$ cat src/hdl/dltq_pkg.sv
package dltq_pkg;

  localparam int MAX_RESULTS = 16;

  localparam logic [2:0] ST_INSERTED  = 3'd0;
  localparam logic [2:0] ST_CANCELLED = 3'd1;
  localparam logic [2:0] ST_DUPLICATE = 3'd2;
  localparam logic [2:0] ST_NOT_FOUND = 3'd3;
  localparam logic [2:0] ST_FULL      = 3'd4;
  localparam logic [2:0] ST_EXPIRED   = 3'd5;
  localparam logic [2:0] ST_IDLE      = 3'd6;

  typedef enum logic [3:0] {
    S_IDLE,
    S_SC_RD,
    S_SC_WT,
    S_DEC,
    S_IN_RD,
    S_IN_WT,
    S_IN_PUT,
    S_CA_RD,
    S_CA_WT,
    S_TK_RD,
    S_TK_WT,
    S_TK_DEC,
    S_EX_RD,
    S_EX_WT,
    S_CM_RD,
    S_CM_WT
  } state_t;

  typedef enum logic {
    S_EMIT_OFF,
    S_EMIT_ON
  } emit_t;

endpackage

$ cat src/hdl/delta_list_timer_queue.sv
// channel  dir  tdata (low bit up)                              tuser    tlast
// s_axis   in   timer_key, amount_us                             op       -
// m_axis   out  result_key, next_timeout_us, queue_empty         status   last
//
// One item at a time. A request walks the stored entries for the key search,
// decides, shifts entries on insert or cancel, places an insert and loads
// the result. A tick walks the entries, decides, emits each expired entry
// and moves the entries behind them down; with nothing expiring it loads the
// result, and on an empty list it only loads the result.
// rst clears the FSM, entry count and output valid; the RAM holds no reset.
// Results wait in the output register; the walk stalls while it is full.
module delta_list_timer_queue #(
  parameter int DEPTH = 16,
  parameter int KEY_BITS = 16,
  parameter int TIME_BITS = 32,
  localparam int IN_W = ((KEY_BITS + TIME_BITS + 7) / 8) * 8,
  localparam int OUT_W = ((KEY_BITS + TIME_BITS + 1 + 7) / 8) * 8
) (
  input  logic             clk,
  input  logic             rst,
  input  logic             s_axis_tvalid,
  output logic             s_axis_tready,
  input  logic [IN_W-1:0]  s_axis_tdata,  // timer_key, amount_us
  input  logic             s_axis_tuser,  // op
  output logic             m_axis_tvalid,
  input  logic             m_axis_tready,
  output logic [OUT_W-1:0] m_axis_tdata,  // result_key, next_timeout_us, queue_empty
  output logic [2:0]       m_axis_tuser,  // status
  output logic             m_axis_tlast
);

  localparam int AW = $clog2(DEPTH);
  localparam int CW = $clog2(DEPTH + 1);
  localparam int EW = KEY_BITS + TIME_BITS;
  localparam int NMAX = (DEPTH < dltq_pkg::MAX_RESULTS) ? DEPTH : dltq_pkg::MAX_RESULTS;

  dltq_pkg::state_t state, state_next;
  dltq_pkg::emit_t  emit, emit_next;

  logic [CW-1:0]        ptr, cnt, ipos, fpos, z, nexp;
  logic [KEY_BITS-1:0]  key_r;
  logic [TIME_BITS-1:0] amt_r, head, fdelta;
  logic                 nz, found, iset;
  logic [2:0]           st_r;

  logic [KEY_BITS-1:0]  o_key;
  logic [TIME_BITS-1:0] o_head;
  logic                 o_empty, o_last;
  logic [2:0]           o_st;

  logic                 we;
  logic [AW-1:0]        waddr;
  logic [EW-1:0]        wdata;
  logic [EW-1:0]        rdata;
  logic [KEY_BITS-1:0]  rkey;
  logic [TIME_BITS-1:0] rdel;
  logic [TIME_BITS:0]   sum;
  logic [TIME_BITS-1:0] sat;
  logic [CW-1:0]        nsel, ptr_inc, wtmp;
  logic                 out_free, at_end, out_load;

  dltq_ram #(.DEPTH(DEPTH), .AW(AW), .DW(EW)) u_ram (
    .clk  (clk),
    .we   (we),
    .waddr(waddr),
    .wdata(wdata),
    .raddr(ptr[AW-1:0]),
    .rdata(rdata)
  );

  assign rkey     = rdata[EW-1:TIME_BITS];
  assign rdel     = rdata[TIME_BITS-1:0];
  assign sum      = {1'b0, rdel} + {1'b0, fdelta};
  assign sat      = sum[TIME_BITS] ? {TIME_BITS{1'b1}} : sum[TIME_BITS-1:0];
  assign nsel     = (z > CW'(NMAX)) ? CW'(NMAX) : z;
  assign ptr_inc  = ptr + CW'(1);
  assign at_end   = (ptr_inc == cnt);
  assign out_free = !m_axis_tvalid || m_axis_tready;
  assign out_load = out_free && (((state == dltq_pkg::S_IDLE) &&
                                  (emit == dltq_pkg::S_EMIT_ON)) ||
                                 (state == dltq_pkg::S_EX_WT));

  assign m_axis_tdata = OUT_W'({o_empty, o_head, o_key});
  assign m_axis_tuser = o_st;
  assign m_axis_tlast = o_last;

  // next state
  always_comb begin
    state_next = state;
    emit_next  = emit;
    case (state)
      dltq_pkg::S_IDLE: begin
        if (emit == dltq_pkg::S_EMIT_ON) begin
          if (out_free) emit_next = dltq_pkg::S_EMIT_OFF;
        end else if (s_axis_tvalid) begin
          if (!s_axis_tuser) begin
            state_next = (cnt == '0) ? dltq_pkg::S_DEC : dltq_pkg::S_SC_RD;
          end else if (cnt == '0) begin
            emit_next = dltq_pkg::S_EMIT_ON;
          end else begin
            state_next = dltq_pkg::S_TK_RD;
          end
        end
      end
      dltq_pkg::S_SC_RD: state_next = dltq_pkg::S_SC_WT;
      dltq_pkg::S_SC_WT: state_next = at_end ? dltq_pkg::S_DEC : dltq_pkg::S_SC_RD;
      dltq_pkg::S_DEC: begin
        if (nz) begin
          if (found || cnt == CW'(DEPTH)) begin
            state_next = dltq_pkg::S_IDLE;
            emit_next  = dltq_pkg::S_EMIT_ON;
          end else if (ipos < cnt) begin
            state_next = dltq_pkg::S_IN_RD;
          end else begin
            state_next = dltq_pkg::S_IN_PUT;
          end
        end else if (found && (fpos + CW'(1) < cnt)) begin
          state_next = dltq_pkg::S_CA_RD;
        end else begin
          state_next = dltq_pkg::S_IDLE;
          emit_next  = dltq_pkg::S_EMIT_ON;
        end
      end
      dltq_pkg::S_IN_RD: state_next = dltq_pkg::S_IN_WT;
      dltq_pkg::S_IN_WT: state_next = (ptr == ipos) ? dltq_pkg::S_IN_PUT : dltq_pkg::S_IN_RD;
      dltq_pkg::S_IN_PUT: begin
        state_next = dltq_pkg::S_IDLE;
        emit_next  = dltq_pkg::S_EMIT_ON;
      end
      dltq_pkg::S_CA_RD: state_next = dltq_pkg::S_CA_WT;
      dltq_pkg::S_CA_WT: begin
        if (at_end) begin
          state_next = dltq_pkg::S_IDLE;
          emit_next  = dltq_pkg::S_EMIT_ON;
        end else begin
          state_next = dltq_pkg::S_CA_RD;
        end
      end
      dltq_pkg::S_TK_RD: state_next = dltq_pkg::S_TK_WT;
      dltq_pkg::S_TK_WT: begin
        if (rdel > amt_r || at_end) state_next = dltq_pkg::S_TK_DEC;
        else state_next = dltq_pkg::S_TK_RD;
      end
      dltq_pkg::S_TK_DEC: begin
        if (z == '0) begin
          state_next = dltq_pkg::S_IDLE;
          emit_next  = dltq_pkg::S_EMIT_ON;
        end else begin
          state_next = dltq_pkg::S_EX_RD;
        end
      end
      dltq_pkg::S_EX_RD: state_next = dltq_pkg::S_EX_WT;
      dltq_pkg::S_EX_WT: begin
        if (out_free) begin
          if (ptr_inc == nexp) begin
            state_next = (cnt == '0) ? dltq_pkg::S_IDLE : dltq_pkg::S_CM_RD;
          end else begin
            state_next = dltq_pkg::S_EX_RD;
          end
        end
      end
      dltq_pkg::S_CM_RD: state_next = dltq_pkg::S_CM_WT;
      dltq_pkg::S_CM_WT: begin
        state_next = (ptr_inc == cnt + nexp) ? dltq_pkg::S_IDLE : dltq_pkg::S_CM_RD;
      end
      default: state_next = dltq_pkg::S_IDLE;
    endcase
  end

  // RAM write port and input handshake
  always_comb begin
    we    = 1'b0;
    wtmp  = '0;
    wdata = '0;
    s_axis_tready = (state == dltq_pkg::S_IDLE) && (emit == dltq_pkg::S_EMIT_OFF);
    case (state)
      dltq_pkg::S_IN_WT: begin
        we    = 1'b1;
        wtmp  = ptr_inc;
        wdata = {rkey, (ptr == ipos) ? rdel - amt_r : rdel};
      end
      dltq_pkg::S_IN_PUT: begin
        we    = 1'b1;
        wtmp  = ipos;
        wdata = {key_r, amt_r};
      end
      dltq_pkg::S_CA_WT: begin
        we    = 1'b1;
        wtmp  = ptr - CW'(1);
        wdata = {rkey, (ptr == fpos + CW'(1)) ? sat : rdel};
      end
      dltq_pkg::S_TK_WT: begin
        we    = 1'b1;
        wtmp  = ptr;
        wdata = {rkey, (rdel > amt_r) ? rdel - amt_r : {TIME_BITS{1'b0}}};
      end
      dltq_pkg::S_CM_WT: begin
        we    = 1'b1;
        wtmp  = ptr - nexp;
        wdata = rdata;
      end
      default: we = 1'b0;
    endcase
    waddr = wtmp[AW-1:0];
  end

  always_ff @(posedge clk) begin
    if (rst) begin
      state         <= dltq_pkg::S_IDLE;
      emit          <= dltq_pkg::S_EMIT_OFF;
      cnt           <= '0;
      m_axis_tvalid <= 1'b0;
    end else begin
      state <= state_next;
      emit  <= emit_next;
      if (out_load) m_axis_tvalid <= 1'b1;
      else if (m_axis_tready) m_axis_tvalid <= 1'b0;
      case (state)
        dltq_pkg::S_IDLE: begin
          if (emit == dltq_pkg::S_EMIT_ON) begin
            if (out_free) begin
              o_st    <= st_r;
              o_key   <= key_r;
              o_head  <= (cnt == '0) ? '0 : head;
              o_empty <= (cnt == '0);
              o_last  <= 1'b1;
            end
          end else if (s_axis_tvalid) begin
            key_r <= s_axis_tuser ? '0 : s_axis_tdata[KEY_BITS-1:0];
            amt_r <= s_axis_tdata[EW-1:KEY_BITS];
            nz    <= (s_axis_tdata[EW-1:KEY_BITS] != '0);
            ptr   <= '0;
            found <= 1'b0;
            iset  <= 1'b0;
            ipos  <= cnt;
            z     <= '0;
            if (s_axis_tuser) st_r <= dltq_pkg::ST_IDLE;
          end
        end
        dltq_pkg::S_SC_WT: begin
          if (ptr == '0) head <= rdel;
          if (!found && rkey == key_r) begin
            found  <= 1'b1;
            fpos   <= ptr;
            fdelta <= rdel;
          end
          if (!iset) begin
            if (amt_r >= rdel) begin
              amt_r <= amt_r - rdel;
            end else begin
              iset <= 1'b1;
              ipos <= ptr;
            end
          end
          ptr <= ptr_inc;
        end
        dltq_pkg::S_DEC: begin
          if (nz) begin
            ptr <= cnt - CW'(1);
            if (found) st_r <= dltq_pkg::ST_DUPLICATE;
            else if (cnt == CW'(DEPTH)) st_r <= dltq_pkg::ST_FULL;
            else st_r <= dltq_pkg::ST_INSERTED;
          end else if (!found) begin
            st_r <= dltq_pkg::ST_NOT_FOUND;
          end else begin
            st_r <= dltq_pkg::ST_CANCELLED;
            if (fpos + CW'(1) < cnt) ptr <= fpos + CW'(1);
            else cnt <= cnt - CW'(1);
          end
        end
        dltq_pkg::S_IN_WT: begin
          if (ptr != ipos) ptr <= ptr - CW'(1);
        end
        dltq_pkg::S_IN_PUT: begin
          cnt <= cnt + CW'(1);
          if (ipos == '0) head <= amt_r;
        end
        dltq_pkg::S_CA_WT: begin
          if (ptr == CW'(1)) head <= (fpos == '0) ? sat : rdel;
          if (at_end) cnt <= cnt - CW'(1);
          else ptr <= ptr_inc;
        end
        dltq_pkg::S_TK_WT: begin
          if (rdel > amt_r) begin
            head <= rdel - amt_r;
          end else begin
            amt_r <= amt_r - rdel;
            z     <= z + CW'(1);
            ptr   <= ptr_inc;
          end
        end
        dltq_pkg::S_TK_DEC: begin
          nexp <= nsel;
          cnt  <= cnt - nsel;
          ptr  <= '0;
          if (nsel < z) head <= '0;
        end
        dltq_pkg::S_EX_WT: begin
          if (out_free) begin
            o_st    <= dltq_pkg::ST_EXPIRED;
            o_key   <= rkey;
            o_head  <= (cnt == '0) ? '0 : head;
            o_empty <= (cnt == '0);
            o_last  <= (ptr_inc == nexp);
            ptr     <= ptr_inc;
          end
        end
        dltq_pkg::S_CM_WT: begin
          ptr <= ptr_inc;
        end
        default: ptr <= ptr;
      endcase
    end
  end

endmodule

$ cat src/hdl/dltq_ram.sv
module dltq_ram #(
  parameter int DEPTH = 16,
  parameter int AW = 4,
  parameter int DW = 48
) (
  input  logic          clk,
  input  logic          we,
  input  logic [AW-1:0] waddr,
  input  logic [DW-1:0] wdata,
  input  logic [AW-1:0] raddr,
  output logic [DW-1:0] rdata
);

  logic [DW-1:0] mem [DEPTH];

  always_ff @(posedge clk) begin
    if (we) begin
      mem[waddr] <= wdata;
    end
  end

  always_ff @(posedge clk) begin
    rdata <= mem[raddr];
  end

endmodule

$ cat config.mk
export PLATFORM = sky130hd
export DESIGN_NAME = delta_list_timer_queue
export DESIGN_NICKNAME = d
export VERILOG_FILES = /design/src/hdl/dltq_pkg.sv /design/src/hdl/delta_list_timer_queue.sv /design/src/hdl/dltq_ram.sv
export SDC_FILE = /design/constraint.sdc
export NUM_CORES = 2
export LEC_CHECK = 0
export BUFFER_PORTS_ARGS = -buffer_cell sky130_fd_sc_hd__buf_2
export CAP_MARGIN = 30
export CORE_MARGIN = 3
export CORE_UTILIZATION = 50
export CTS_CLUSTER_DIAMETER = 150
export DETAILED_ROUTE_END_ITERATION = 7
export PLACE_DENSITY = 0.67
export SLEW_MARGIN = 20
export SYNTH_ARGS = -nofsm -noshare
export SYNTH_HDL_FRONTEND = slang
export SYNTH_SLANG_ARGS = --single-unit
$ cat constraint.sdc
create_clock -name clk -period 7.1 [get_ports clk]
set_input_delay 0.71 -clock clk [delete_from_list [all_inputs] [get_ports clk]]
set_output_delay 0.71 -clock clk [all_outputs]
set_load 0.02 [all_outputs]
==> impl_metrics.py <==
metrics = {
    "run_status": {
        "outcome": "complete, no violations",
    },
    "final_layout": {
        "final_cell_mix": "964 x edfxtp_1, 240 x mux4_2, 221 x nand2_1",
        "syn2layout_area_growth_pct": 12.2,
        "utilization_pct": 57.1,
        "final_net_count": 3376,
        "fillers": 7013,
        "seq_area_um2": 30100,
        "layout-drive-gt1-share_pct": 19.4,
        "instances_no_fill": 4527,
        "multi_input_area_um2": 15800,
        "fin_area_um2": 52700,
        "mostFrequentLayoutCell": "edfxtp_1",
    },
    "routing": {
        "vias": 28400,
        "drtIter0Drc": 3420,
        "routed_wl_mm": 123,
        "wl_per_cell_um": 27.2,
        "drc": 0,
        "vias_per_cell": 6.28,
        "ant_nets": 0,
        "first_pass_iters": 7,
    },
    "cts": {
        "cts_buffers": 105,
        "cts.htree.levels": 3,
        "postCtsHoldBufs": 0,
        "postCtsSetupBuffers": 0,
        "post_cts_resized": 0,
        "root_buffer": "clkbuf_16",
        "cts_tree": "done",
        "cts_buffer_depth": 3,
        "clk_pin_slew_ns": 0.06,
        "cts_sinks": 1023,
        "clk-insertion-delay-late_ns": 0.69,
    },
    "synthesis": {
        "ys_types": 80,
        "async_flop_share_pct": 0,
        "syn_area_um2": 47000,
        "synthFlopType": "edfxtp_1",
        "synth-simple-area-share_pct": 6.39,
        "synth_fa_ha_area_share_pct": 3.59,
        "synth_edf_count": 964,
        "synth-seq-area-share_pct": 64.2,
        "synth_top_area_share_pct": 61.7,
        "synth_top_area_cell": "edfxtp_1",
        "synth_xor_xnor_area_share_pct": 2.61,
        "avgSynthCellArea_um2": 15.2,
        "synth_area_leaders": "edfxtp_1 62%, mux4_2 12%, ha_1 3.3%, dfxtp_1 2.5%, nand2_1 1.8%",
        "synth_seq_cells": 1023,
        "syn_inst": 3092,
        "muxShareOfSynthArea_pct": 11.6,
        "synth_compound_area_share_pct": 9.04,
        "yosys_warnings": 0,
        "synth_top_family_by_area": "multiplexers",
    },
    "placed_design": {
        "place_area_um2": 49000,
        "hpwl_mm": 80.5,
        "dp_slack_ns": 2.47,
        "dp.cells": 4322,
        "gp_congestion": 0.955,
        "port_buffers": 107,
    },
    "worst_setup_path": {
        "crit_fanout": 31,
        "critPathArrivalTime_ns": 4.96,
        "cp-start-kind": "register",
        "critPathRequiredTime_ns": 7.36,
        "path_class": "reg2reg",
        "cp-end-kind": "register",
    },
    "sta": {
        "grt_setup_unrepaired": "no",
        "fin_setup_tns_ns": 0,
        "finalCritPeriodShare_pct": 66.2,
        "worst_clock_skew_ns": 0.0421,
        "max_freq_ghz": 0.213,
        "finalMaxSlewViolations": 0,
        "relSlewSlack_pct": 28.5,
        "hold_ws_ns": 0.326,
        "hold_viol_final": 0,
        "tightest_slew_ns": 1.07,
        "setup_violations": 0,
        "worst_slack_ns": 2.40,
        "min_period_ns": 4.70,
    },
    "power": {
        "power.internal_mw": 15.8,
        "total_power_mw": 25.4,
        "ir_drop_mv": 0.314,
        "p_leak_nw": 18.3,
        "p_clk_share_pct": 22.3,
        "combPwrFrac_pct": 41.2,
        "power.density_nw_per_um2": 482,
        "switchingPower_mw": 9.58,
        "p_seq_share_pct": 36.4,
        "swShare_pct": 37.8,
    },
    "global_route": {
        "grt_pass1_wl_mm": 185,
        "antenna_found_initial": 5,
        "grt_max_degree": 141,
        "grt_pass1_vias": 28500,
        "grt_use_total_pct": 25.2,
        "overflow": 0,
    },
    "floorplanning": {
        "die_h_um": 312,
        "dieArea_um2": 97600,
        "ios": 115,
        "start_util_pct": 50.8,
        "die_width_um": 312,
        "coreArea_um2": 92400,
        "rows": 111,
    },
    "run": {
        "max-cap-violations": 0,
    },
    "min_path": {
        "hp-class": "in2reg",
    },
}
==> final timing paths <==
kind	to	depth (start not counted)	slack (ns)	startpoint
setup / recovery	u_ram.mem[12][6]	10	2.40	amt_r[15]
hold / removal	key_r[8]	2	0.33	s_axis_tdata[8]
setup reg to reg	u_ram.mem[12][6]	10	2.40	amt_r[15]
hold reg to reg	emit	2	0.52	emit
==> per-layer routing <==
layer | vias to the layer above | GRT usage [%] | share of wire, % | wire length, um
li1 | 12400 | - | - | -
met1 | 14600 | 37.6 | 43 | 53300
met2 | 1289 | 39.2 | 46 | 57100
met3 | 175 | 3.52 | 7.9 | 9770
met4 | 0 | 6.95 | 2.4 | 3010
met5 | - | 0 | 0 | 0
==> Yosys cell counts, types with 21 or more instances <==
master and n:
dfxtp_1 59, a21o_1 56, clkbuf_1 131, nand4_1 31
ha_1 125, nor3_1 39, o21ai_0 114, xor2_1 47
nand2b_1 25, a21oi_1 151, inv_1 113, buf_1 24
a222oi_1 28, nand2_1 221, nor2b_1 63, nor2_1 133
xnor2_1 93, a31oi_1 21, mux4_2 240, edfxtp_1 964
nand3_1 45
==> worst max-delay path, stage by stage (launching register included) <==
cell and delay [ns]:
edfxtp_1 0.39, inv_1 0.06, ha_1 0.57, nand4_1 0.31
nor3_1 0.60, nand3_1 0.33, nor3_1 0.27, a211oi_2 0.10
a22o_4 0.42, a222oi_1 0.63, nand2_1 0.54
==> state kept, by name, indices dropped and copies added (netlist names), 16 cells and up <==
signal / count
u_ram.rdata: 48
o_key: 16
amt_r: 32
head: 32
o_head: 32
fdelta: 32
key_r: 16
u_ram.mem: 768
==> power by group through the flow <==
stage                     logic, mW  clock network, mW  registers, mW
final                          10.5               5.67           9.25
after global routing           11.3               6.02           9.36
after CTS                      10.4               5.77           9.24
after detailed placement       10.4                  0           9.35
after global placement         10.3                  0           9.28
after floorplan                7.26                  0           9.08
==> area by class of cell <==
type	count	area share, %
clock inverter	60	1.39
sequential	1023	57.2
inverter	114	0.812
antenna	1	0.00475
timing repair buffer	171	2.23
tap	1243	2.95
multi-input combinational	1777	30.0
clock buffer	138	5.39
==> cell families after synthesis <==
family          after synthesis
flops                      1023
simple gates                631
compound gates              622
buf+inv                     298
mux                         246
xor+xnor                    140
fa+ha+maj                   131
other cells                   1
No activity file was read; power rests on OpenSTA's default activity.
